--- src/hw/rtl/pfa_pkg.sv ---
`timescale 1ns / 1ps
`default_nettype none

package pfa_pkg;

    localparam int SIZE_W = 16;

    typedef enum logic [1:0] {
        FN_FIRST = 2'd0,
        FN_BEST  = 2'd1,
        FN_WORST = 2'd2,
        FN_FREE  = 2'd3
    } t_pfa_func;

    typedef enum logic [1:0] {
        ST_OK       = 2'd0,
        ST_NOFIT    = 2'd1,
        ST_NOTFOUND = 2'd2,
        ST_FULL     = 2'd3
    } t_pfa_status;

    typedef struct packed {
        t_pfa_func         func;
        logic [SIZE_W-1:0] request_size;
        logic [SIZE_W-1:0] free_address;
    } t_pfa_in;

    typedef struct packed {
        t_pfa_status       status;
        logic [SIZE_W-1:0] granted_address;
    } t_pfa_out;

    typedef enum logic [2:0] {
        S_IDLE,
        S_SCAN,
        S_DRAIN,
        S_DECIDE,
        S_APPEND,
        S_RESULT
    } t_pfa_state;

    typedef struct packed {
        logic capture;
        logic rd;
        logic decide;
        logic append;
        logic out_load;
    } t_pfa_cmd;

    typedef struct packed {
        logic last_rd;
        logic do_append;
        logic out_stall;
    } t_pfa_sts;

endpackage

`default_nettype wire

--- src/hw/rtl/pfa_ctrl.sv ---
`timescale 1ns / 1ps
`default_nettype none

module pfa_ctrl
    import pfa_pkg::*;
(
    input  wire logic     i_clk,
    input  wire logic     i_rst_n,
    input  wire logic     i_in_valid,
    output logic          o_in_ready,
    input  wire t_pfa_sts i_sts,
    output t_pfa_cmd      o_cmd
);

    t_pfa_state r_state;
    t_pfa_state n_state;

    always_ff @(posedge i_clk) begin
        if (!i_rst_n) begin
            r_state <= S_IDLE;
        end else begin
            r_state <= n_state;
        end
    end

    always_comb begin
        n_state    = r_state;
        o_cmd      = '0;
        o_in_ready = 1'b0;
        unique case (r_state)
            S_IDLE: begin
                o_in_ready = i_rst_n;
                if (i_in_valid && i_rst_n) begin
                    o_cmd.capture = 1'b1;
                    n_state       = S_SCAN;
                end
            end
            S_SCAN: begin
                o_cmd.rd = 1'b1;
                if (i_sts.last_rd) begin
                    n_state = S_DRAIN;
                end
            end
            S_DRAIN: begin
                n_state = S_DECIDE;
            end
            S_DECIDE: begin
                o_cmd.decide = 1'b1;
                n_state      = i_sts.do_append ? S_APPEND : S_RESULT;
            end
            S_APPEND: begin
                o_cmd.append = 1'b1;
                n_state      = S_RESULT;
            end
            S_RESULT: begin
                if (!i_sts.out_stall) begin
                    o_cmd.out_load = 1'b1;
                    n_state        = S_IDLE;
                end
            end
            default: begin
                n_state = S_IDLE;
            end
        endcase
    end

endmodule

`default_nettype wire

--- src/hw/rtl/pfa_datapath.sv ---
`timescale 1ns / 1ps
`default_nettype none

module pfa_datapath
    import pfa_pkg::*;
#(
    parameter int TABLE_DEPTH = 32,
    parameter int ADDR_BITS   = 16
) (
    input  wire logic              i_clk,
    input  wire logic              i_rst_n,
    input  wire logic              i_cfg_we,
    input  wire logic [SIZE_W-1:0] i_cfg_wdata,
    input  wire t_pfa_in           i_in,
    input  wire t_pfa_cmd          i_cmd,
    output t_pfa_sts               o_sts,
    output logic                   o_out_valid,
    input  wire logic              i_out_ready,
    output t_pfa_out               o_out
);

    localparam int IW = $clog2(TABLE_DEPTH);
    localparam int CW = $clog2(TABLE_DEPTH + 1);
    localparam int XW = (ADDR_BITS > SIZE_W) ? ADDR_BITS : SIZE_W;
    localparam logic [SIZE_W-1:0] SIZE_MASK = (ADDR_BITS >= SIZE_W) ? {SIZE_W{1'b1}} :
        SIZE_W'((64'd1 << ADDR_BITS) - 64'd1);

    logic [ADDR_BITS-1:0] r_mem_start [TABLE_DEPTH];
    logic [SIZE_W-1:0]    r_mem_size  [TABLE_DEPTH];
    logic                 r_mem_used  [TABLE_DEPTH];

    logic [SIZE_W-1:0]    r_pool;
    logic                 r_fresh;
    logic [CW-1:0]        r_count;

    t_pfa_func            r_func;
    logic [SIZE_W-1:0]    r_req;
    logic [SIZE_W-1:0]    r_addr;

    logic [IW-1:0]        r_idx;
    logic                 r_rd_vld;
    logic [IW-1:0]        r_rd_idx;
    logic                 r_rd_fresh;
    logic [ADDR_BITS-1:0] r_rd_start;
    logic [SIZE_W-1:0]    r_rd_size;
    logic                 r_rd_used;

    logic                 r_hit;
    logic [IW-1:0]        r_k_idx;
    logic [ADDR_BITS-1:0] r_k_start;
    logic [SIZE_W-1:0]    r_k_size;

    t_pfa_status          r_res_status;
    logic [SIZE_W-1:0]    r_res_addr;
    logic                 r_out_valid;
    t_pfa_out             r_out;

    logic [ADDR_BITS-1:0] e_start;
    logic [SIZE_W-1:0]    e_size;
    logic                 e_used;
    logic                 is_alloc;
    logic                 take;
    logic [SIZE_W-1:0]    rest;
    logic                 full;
    t_pfa_status          dec_status;
    logic                 wr_en;
    logic [IW-1:0]        wr_idx;
    logic [ADDR_BITS-1:0] wr_start;
    logic [SIZE_W-1:0]    wr_size;
    logic                 wr_used;

    assign e_start = r_rd_fresh ? '0 : r_rd_start;
    assign e_size  = r_rd_fresh ? r_pool : r_rd_size;
    assign e_used  = r_rd_fresh ? 1'b0 : r_rd_used;

    assign is_alloc = (r_func != FN_FREE);

    always_comb begin
        take = 1'b0;
        if (is_alloc) begin
            if (!e_used && (e_size >= r_req) && (r_req != '0)) begin
                take = !r_hit
                    || ((r_func == FN_BEST) && (e_size < r_k_size))
                    || ((r_func == FN_WORST) && (e_size > r_k_size));
            end
        end else begin
            take = !r_hit && e_used && (XW'(e_start) == XW'(r_addr));
        end
    end

    assign rest = r_k_size - r_req;
    assign full = (r_count == CW'(TABLE_DEPTH));

    always_comb begin
        if (!is_alloc) begin
            dec_status = r_hit ? ST_OK : ST_NOTFOUND;
        end else if (!r_hit) begin
            dec_status = ST_NOFIT;
        end else if ((rest != '0) && full) begin
            dec_status = ST_FULL;
        end else begin
            dec_status = ST_OK;
        end
    end

    always_comb begin
        wr_en    = 1'b0;
        wr_idx   = r_k_idx;
        wr_start = r_k_start;
        wr_size  = is_alloc ? r_req : r_k_size;
        wr_used  = is_alloc;
        if (i_cmd.append) begin
            wr_en    = 1'b1;
            wr_idx   = r_count[IW-1:0];
            wr_start = r_k_start + ADDR_BITS'(r_req);
            wr_size  = rest;
            wr_used  = 1'b0;
        end else if (i_cmd.decide && (dec_status == ST_OK) && r_hit) begin
            wr_en = 1'b1;
        end
    end

    always_ff @(posedge i_clk) begin
        if (wr_en) begin
            r_mem_start[wr_idx] <= wr_start;
            r_mem_size[wr_idx]  <= wr_size;
            r_mem_used[wr_idx]  <= wr_used;
        end
    end

    always_ff @(posedge i_clk) begin
        if (i_cmd.rd) begin
            r_rd_start <= r_mem_start[r_idx];
            r_rd_size  <= r_mem_size[r_idx];
            r_rd_used  <= r_mem_used[r_idx];
            r_rd_fresh <= r_fresh && (r_idx == '0);
            r_rd_idx   <= r_idx;
        end
    end

    always_ff @(posedge i_clk) begin
        if (!i_rst_n) begin
            r_pool  <= SIZE_MASK;
            r_fresh <= 1'b1;
            r_count <= CW'(1);
        end else if (i_cfg_we) begin
            r_pool  <= i_cfg_wdata & SIZE_MASK;
            r_fresh <= 1'b1;
            r_count <= CW'(1);
        end else begin
            if (wr_en && (wr_idx == '0)) begin
                r_fresh <= 1'b0;
            end
            if (i_cmd.append) begin
                r_count <= r_count + CW'(1);
            end
        end
    end

    always_ff @(posedge i_clk) begin
        if (!i_rst_n) begin
            r_rd_vld    <= 1'b0;
            r_hit       <= 1'b0;
            r_out_valid <= 1'b0;
        end else begin
            r_rd_vld <= i_cmd.rd;
            if (i_cmd.capture) begin
                r_hit <= 1'b0;
            end else if (r_rd_vld && take) begin
                r_hit <= 1'b1;
            end
            if (i_cmd.out_load) begin
                r_out_valid <= 1'b1;
            end else if (i_out_ready) begin
                r_out_valid <= 1'b0;
            end
        end
    end

    always_ff @(posedge i_clk) begin
        if (i_cmd.capture) begin
            r_func <= i_in.func;
            r_req  <= i_in.request_size;
            r_addr <= i_in.free_address;
            r_idx  <= '0;
        end else if (i_cmd.rd) begin
            r_idx <= r_idx + IW'(1);
        end
        if (r_rd_vld && take) begin
            r_k_idx   <= r_rd_idx;
            r_k_start <= e_start;
            r_k_size  <= e_size;
        end
        if (i_cmd.decide) begin
            r_res_status <= dec_status;
            r_res_addr   <= (is_alloc && (dec_status == ST_OK)) ? SIZE_W'(r_k_start) : '0;
        end
        if (i_cmd.out_load) begin
            r_out.status          <= r_res_status;
            r_out.granted_address <= r_res_addr;
        end
    end

    assign o_sts.last_rd   = (CW'(r_idx) == (r_count - CW'(1)));
    assign o_sts.do_append = is_alloc && r_hit && (rest != '0) && !full;
    assign o_sts.out_stall = r_out_valid && !i_out_ready;
    assign o_out_valid     = r_out_valid;
    assign o_out           = r_out;

endmodule

`default_nettype wire

--- src/hw/rtl/partition_fit_allocator_top.sv ---
// Channel  | Valid       | Ready       | Payload
// ---------+-------------+-------------+------------------------------
// input    | i_in_valid  | o_in_ready  | i_in  (func, request_size, free_address)
// output   | o_out_valid | i_out_ready | o_out (status, granted_address)
// config   | i_cfg_we    | -           | i_cfg_wdata (pool_size)
//
// One transaction at a time; the table scan reads one entry per cycle over all
// part_count entries (32 with a full table of 32).
// Allocations that split a partition pass through an append state for the second write.
// Reset and a pool_size write leave one free partition covering the pool.
// A new request is taken while the previous result waits in the output register.
`timescale 1ns / 1ps
`default_nettype none

module partition_fit_allocator_top
    import pfa_pkg::*;
#(
    parameter int TABLE_DEPTH = 32,
    parameter int ADDR_BITS   = 16
) (
    input  wire logic              i_clk,
    input  wire logic              i_rst_n,
    input  wire logic              i_cfg_we,
    input  wire logic [SIZE_W-1:0] i_cfg_wdata,
    input  wire logic              i_in_valid,
    output logic                   o_in_ready,
    input  wire t_pfa_in           i_in,
    output logic                   o_out_valid,
    input  wire logic              i_out_ready,
    output t_pfa_out               o_out
);

    t_pfa_cmd cmd;
    t_pfa_sts sts;

    pfa_ctrl u_ctrl (
        .i_clk      (i_clk),
        .i_rst_n    (i_rst_n),
        .i_in_valid (i_in_valid),
        .o_in_ready (o_in_ready),
        .i_sts      (sts),
        .o_cmd      (cmd)
    );

    pfa_datapath #(
        .TABLE_DEPTH (TABLE_DEPTH),
        .ADDR_BITS   (ADDR_BITS)
    ) u_datapath (
        .i_clk       (i_clk),
        .i_rst_n     (i_rst_n),
        .i_cfg_we    (i_cfg_we),
        .i_cfg_wdata (i_cfg_wdata),
        .i_in        (i_in),
        .i_cmd       (cmd),
        .o_sts       (sts),
        .o_out_valid (o_out_valid),
        .i_out_ready (i_out_ready),
        .o_out       (o_out)
    );

endmodule

`default_nettype wire
--- config.mk ---
export PLATFORM = sky130hd
export DESIGN_NAME = partition_fit_allocator_top
export DESIGN_NICKNAME = d
export VERILOG_FILES = /design/src/hw/rtl/pfa_pkg.sv /design/src/hw/rtl/pfa_ctrl.sv /design/src/hw/rtl/pfa_datapath.sv /design/src/hw/rtl/partition_fit_allocator_top.sv
export SDC_FILE = /design/constraint.sdc
export NUM_CORES = 1
export LEC_CHECK = 0
export BUFFER_PORTS_ARGS = -buffer_cell sky130_fd_sc_hd__buf_2
export CAP_MARGIN = 20
export CORE_ASPECT_RATIO = 1.25
export CORE_MARGIN = 2
export CORE_UTILIZATION = 63
export CTS_BUF_LIST = sky130_fd_sc_hd__clkbuf_8 sky130_fd_sc_hd__clkbuf_16
export CTS_CLUSTER_SIZE = 20
export DETAILED_ROUTE_END_ITERATION = 12
export GPL_TIMING_DRIVEN = 0
export HOLD_SLACK_MARGIN = 0.05
export PLACE_DENSITY = 0.77
export SETUP_SLACK_MARGIN = 0.5
export SLEW_MARGIN = 0
export SYNTH_ARGS = -nofsm -noshare
export SYNTH_HDL_FRONTEND = slang
export SYNTH_SLANG_ARGS = --single-unit
--- constraint.sdc ---
create_clock -name i_clk -period 6.3 [get_ports i_clk]
set_clock_uncertainty 0.1 [all_clocks]
set_input_delay 0.315 -clock i_clk [delete_from_list [all_inputs] [get_ports i_clk]]
set_output_delay 0.315 -clock i_clk [all_outputs]
set_load 0.01 [all_outputs]
* Word level (Yosys, flattened, before mapping)
Memories as Yosys holds them, arrays and structs flattened. A register that Yosys moved wholly into a read port is not among the register bits.
Cells that the tools add are included.
** Word-level totals
- Output and inout bits :: 20
- Input bits :: 55
- Memories kept :: 3
- RAM bits :: 1056
- Bits in registers :: 147
- Logic and storage cells :: 113
** Memories
- u_datapath.r_mem_size :: depth 32, bits a word 16, read ports 1, clocked after memory_dff 1, write ports 1, line pfa_datapath.sv:29 : logic [SIZE_W-1:0] r_mem_size [TABLE_DEPTH];
- u_datapath.r_mem_start :: depth 32, bits a word 16, read ports 1, clocked after memory_dff 1, write ports 1, line pfa_datapath.sv:28 : logic [ADDR_BITS-1:0] r_mem_start [TABLE_DEPTH];
- u_datapath.r_mem_used :: depth 32, bits a word 1, read ports 1, clocked after memory_dff 1, write ports 1, line pfa_datapath.sv:30 : logic r_mem_used [TABLE_DEPTH];
** Cells by class
- Order comparisons :: 3
- Bitwise logic cells :: 1
- Equal/unequal tests :: 14
- Mux-type cells :: 33
- $add $sub $neg :: 5
- Reductions and logical operators :: 34
** Operators by type and width (count)
- 16-bit two-way mux :: 5
- 16-bit nonzero test :: 2
- 1-bit two-way mux :: 19
- 1-bit logical AND :: 18
- 3-bit case mux with 6 select lines :: 1
- 16-bit adder :: 1
- 16-bit equality test :: 1
- 16-bit greater-or-equal comparator :: 1
- 16-bit greater-than comparator :: 1
- 16-bit less-than comparator :: 1
- 16-bit subtractor :: 1
- 5-bit zero test :: 2
- 3-bit two-way mux :: 3
- 2-bit two-way mux :: 4
- 6-bit by 1-bit adder with 6-bit output (second input constant) :: 1
- 3-bit by 2-bit equality test with 1-bit output (second input constant) :: 2
- 3-bit equality test (second input constant) :: 2
- 5-bit by 6-bit equality test with 1-bit output :: 1
- 6-bit equality test (second input constant) :: 1
- 2-bit inequality test (second input constant) :: 3
- 6-bit by 1-bit subtractor with 6-bit output (second input constant) :: 1
- 5-bit by 1-bit adder with 5-bit output (second input constant) :: 1
- 5-bit two-way mux :: 1
- 1-bit zero test :: 4
- other kinds (11) :: 13

* Longest topological paths before layout
- Depth in word-level cells :: 13
- Gate-level depth with buffers :: 15
- Depth with buffers taken out :: 13

* Cells and area by module
Synthesis repeated with hierarchy kept, for this count alone.
** Second synthesis, totals
- Cells, all modules :: 2378
- Area total of the unflattened synthesis :: 49806.5 um^2
** Modules (own cells, without submodules)
- pfa_datapath :: area each 49568.8 um^2, times used 1, cells an instance 2353
- pfa_ctrl :: area each 237.7 um^2, times used 1, cells an instance 25

* Worst setup path after synthesis
OpenSTA, ideal clock, no wires.
- Kind :: flip-flop to flip-flop
- Start :: reg u_datapath.r_req[1]
- End :: mem u_datapath.r_mem_size[15][0] (enable)
- Path slack :: 0.746 ns
- Data required time :: 5.766 ns
- Path buffers :: 1
- Clock period less this slack :: 5.554 ns
- Stages on the path, launching flop included :: 14
- Arrival :: 5.020 ns
- Cell sequence :: edfxtp_1 > inv_1 > ha_1 > nor2b_1 > o31a_1 > o41ai_4 > o2111ai_1 > nand2_1 > xnor3_1 > or4b_1 > buf_2 > a211oi_4 > nand2_1 > a21oi_1
** Between the ends
- Cells in the longest elaborated chain, start to end :: 13
** Ends and longest elaborated chain
- from (decl) :: line pfa_datapath.sv:37 : logic [SIZE_W-1:0] r_req;
- from (signal assigned) :: line pfa_datapath.sv:183 : r_req <= i_in.request_size;
- 16-bit subtractor :: line pfa_datapath.sv:91 : assign rest = r_k_size - r_req;
- 16-bit nonzero test :: line pfa_datapath.sv:99 : end else if ((rest != '0) && full) begin
- 1-bit logical AND :: line pfa_datapath.sv:99
- 2-bit two-way mux :: line pfa_datapath.sv:99
- 2-bit two-way mux :: line pfa_datapath.sv:97 : end else if (!r_hit) begin
- 2-bit two-way mux :: line pfa_datapath.sv:95 : if (!is_alloc) begin
- 2-bit zero test :: line pfa_datapath.sv:118 : end else if (i_cmd.decide && (dec_status == ST_OK) && r_hit) begin
- 1-bit logical AND (2 in a row) :: line pfa_datapath.sv:118
- 1-bit two-way mux :: line pfa_datapath.sv:118
- 1-bit two-way mux :: line pfa_datapath.sv:112 : if (i_cmd.append) begin
- 1-bit two-way mux :: line pfa_datapath.sv:124 : if (wr_en) begin
- 1-bit two-way mux (implied by the code) :: line pfa_datapath.sv:126 : r_mem_size[wr_idx] <= wr_size;
- to (decl) :: line pfa_datapath.sv:29
No other way between the ends.

* Final worst setup path
- Start :: reg u_datapath.r_req[1]
- End :: mem u_datapath.r_mem_size[29][1] (enable)
Same word-level chain as after synthesis.

==> flow_metrics.env <==
export IMPL_chipHeight_um=318
export IMPL_syn_mean_instance_area_um2=20.6
export IMPL_num_rows=115
export IMPL_cts_sinks=1236
export IMPL_synth_edf_count=1202
export IMPL_ys_warn_count=0
export IMPL_final_common_cell="edfxtp_1"
export IMPL_max_stage_delay_ns=0.73
export IMPL_reg2reg_to="u_datapath.r_mem_size[29][1]"
export IMPL_netlist_instances=2413
export IMPL_synth_seq_area_share_pct=74.1
export IMPL_worstPathMaxFanout=12
export IMPL_slew_limit_headroom_pct=15.7
export IMPL_utilization_pct=75.6
export IMPL_rsz0062_at_grt="yes"
export IMPL_async_flop_share_pct=0
export IMPL_hold_class="in2reg"
export IMPL_run_status="finished clean"
export IMPL_multi_input_area_um2=12800
export IMPL_cp_start_kind="register"
export IMPL_syn2layout_area_growth_pct=19.3
export IMPL_most_common_layout_cells="edfxtp_1 (1202), mux4_2 (330), clkbuf_16 (114)"
export IMPL_seqCellArea_um2=36800
export IMPL_ant_nets=0
export IMPL_syn_cell_area_um2=49600
export IMPL_drv_cap=0
export IMPL_cp_required_ns=6.61
export IMPL_synthFlopType="edfxtp_1"
export IMPL_p_leak_nw=19.2
export IMPL_final_hold_viol_count=0
export IMPL_globalplace_congestion=0.908
export IMPL_cts_buffers=113
export IMPL_antenna_found_initial=8
export IMPL_first_global_vias=28700
export IMPL_cts_tree="yes"
export IMPL_critPathCapture="u_datapath.r_mem_size[29][1]"
export IMPL_clk_pin_slew_ns=0.07
export IMPL_final_setup_viol_count=0
export IMPL_regToRegSetupSlack_ns=0.43
export IMPL_die_x_um=255
export IMPL_hold_depth=3
export IMPL_power_density_nw_per_um2=375
export IMPL_slowest_stage="or4b_1"
export IMPL_vias_per_cell=7.13
export IMPL_dpl_hpwl_mm=91.9
export IMPL_post_route_period_util_pct=93.1
export IMPL_pin_count=75
export IMPL_power_mw=22.2
export IMPL_gr_total_overflow=0
export IMPL_drc_errors=0
export IMPL_synth_cell_types=62
export IMPL_clkLatencyLatePin_ns=0.72
export IMPL_start_util_pct=63.4
export IMPL_endpoint_kind="register"
export IMPL_drv_slew=0
export IMPL_path_delay_family="simple AND/OR/NAND/NOR gates"
export IMPL_num_fill_cells=3998
export IMPL_ys_seq_elements=1236
export IMPL_r2r_start="u_datapath.r_req[1]"
export IMPL_setup_ws_ns=0.432
export IMPL_crit_arrival_ns=6.18
export IMPL_min_period_ns=5.87
export IMPL_dp_cells=3638
export IMPL_grt_pass1_wl_mm=216
export IMPL_vdd_ir_drop_worst_mv=0.261
export IMPL_cp_depth=16
export IMPL_syn_num_nets=2536
export IMPL_path_class="reg2reg"
export IMPL_drt_total_wl_mm=154
export IMPL_root_buffer="clkbuf_16"
export IMPL_drive_gt1_share_pct=29.9
export IMPL_die_area_um2=81000
export IMPL_final_nets=2946
export IMPL_startpoint="u_datapath.r_req[1]"
export IMPL_final_cells=3979
export IMPL_cts_max_level=3
export IMPL_ff2ff_path_depth=16
export IMPL_core_area_um2=78300
export IMPL_grt_max_degree=33
export IMPL_port_buffers=73
export IMPL_pre_cts_ws_ns=-0.481
export IMPL_cp_num_buf_inv=5
export IMPL_drtIter0Drc=4476
export IMPL_dr_pass1_iters=5
export IMPL_max_freq_ghz=0.170
export IMPL_vias=28400
export IMPL_clockBufferDepth=3
export IMPL_path_common_cell="buf_16"
export IMPL_crit_path_cell_trace="inv_1 -> ha_1 -> nor2b_1 -> o31a_1 -> o41ai_4 -> buf_4 -> o2111ai_1 -> nand2_1 -> xnor3_1 -> or4b_1 -> buf_2 -> a211oi_4 -> nand2_2 -> a21oi_4 -> buf_16 -> buf_16"
export IMPL_tightest_slew_ns=1.26
export IMPL_track_usage_pct=39.1
export IMPL_wire_per_inst_um=38.7
==> timing repair <==
action | 4_1_cts | 5_1_grt
setup buffers | 48 | 1
resized for setup | 7 | 7
hold buffers | 63 | 0
hold endpoints to repair | 62 | 0
pin swaps | 33 | 0
endpoints found under the setup margin | 1093 | 440
==> report_power, final <==
part           leakage, nW  switching [mW]  internal (mW)
sequential            11.1           0.159           9.48
clock                 1.91            3.20           3.82
combinational         6.15            3.08           2.44
==> tightest hold or removal path, stage by stage <==
cell	delay (ns)
clkbuf_1	0.29
mux2i_1	0.20
nand2_1	0.06
==> registers in the layout, indices dropped and copies added (netlist names), 18 cells and up <==
name                    count
u_datapath.o_out           18
u_datapath.r_mem_size     512
u_datapath.r_mem_start    512
u_datapath.r_mem_used      32
==> metrics by stage <==
stage                      TNS, ns  instance area [µm²]  hold slack, ns
after global routing             0                59200           0.131
final                            0                59200          0.0859
after floorplan                  0                49600           0.300
after global placement    -2797.15                51300           0.303
after detailed placement   -174.38                53800           0.305
after CTS                        0                58900          0.0608
==> cell type report <==
cell class	instances	share of cell area [%]
sequential	1236	62.1
clock buffer	114	4.82
buffer	114	0.736
multi-input combinational	1014	21.6
timing repair buffer	295	6.62
clock inverter	100	1.53
inverter	49	0.311
antenna	4	0.0169
tap	1053	2.23
==> synthesized netlist by cell type, drive strengths merged, types with 3 or more instances <==
cell	n	area, µm²
nor2b	31	194
and3	3	18.8
a211oi	6	62.6
o22ai	4	25.0
mux2i	23	230
a21oi	55	275
a31oi	9	56.3
nand2b	13	81.3
o2111ai	5	43.8
nand4	15	93.8
xnor2	28	245
a21o	15	113
inv	49	184
nor4	9	56.3
nor3	13	65.1
nand3b	4	30.0
o211ai	3	27.5
o21ai	53	265
xor2	19	166
a2111oi	3	26.3
clkbuf	80	300
edfxtp	1202	36100
mux4	330	7430
o31a	3	26.3
nor2	55	206
nand2	113	424
o31ai	10	75.1
ha	66	826
buf	34	129
mux2	49	552
nand3	14	70.1
or2	3	18.8
and2	23	144
o21a	8	60.1
dfxtp	34	681
==> logic make-up (layout without fill, tap and decap cells) <==
kind of cell,Yosys count,count (layout),synth area share (%)
flip-flops,1236,1236,74.1
multiplexers,402,402,16.6
AND/OR/NAND/NOR,304,304,2.96
AO/OA/AOI/OAI,192,192,2.48
buffers and inverters,163,672,1.24
adder cells (fa/ha/maj),68,68,1.75
XOR/XNOR,48,48,0.875
other,0,4,0
==> how the worst min path moves through the flow <==
stage	from	endpoint
floorplan	u_datapath.r_res_addr[0]	u_datapath.o_out[0]
global route	i_cfg_we	u_datapath.r_pool[4]
CTS	i_cfg_we	u_datapath.r_pool[0]
finish	i_cfg_we	u_datapath.r_pool[3]
detailed placement	u_datapath.r_res_addr[15]	u_datapath.o_out[15]
global placement	u_datapath.r_rd_idx[3]	u_datapath.r_k_idx[3]
==> layer usage <==
metal	wire (µm)	track usage (%)
met1	47800	47.9
met2	75400	62.4
met3	17800	8.91
met4	13000	26.9
met5	75	0
(Power assumes the default switching activity.)
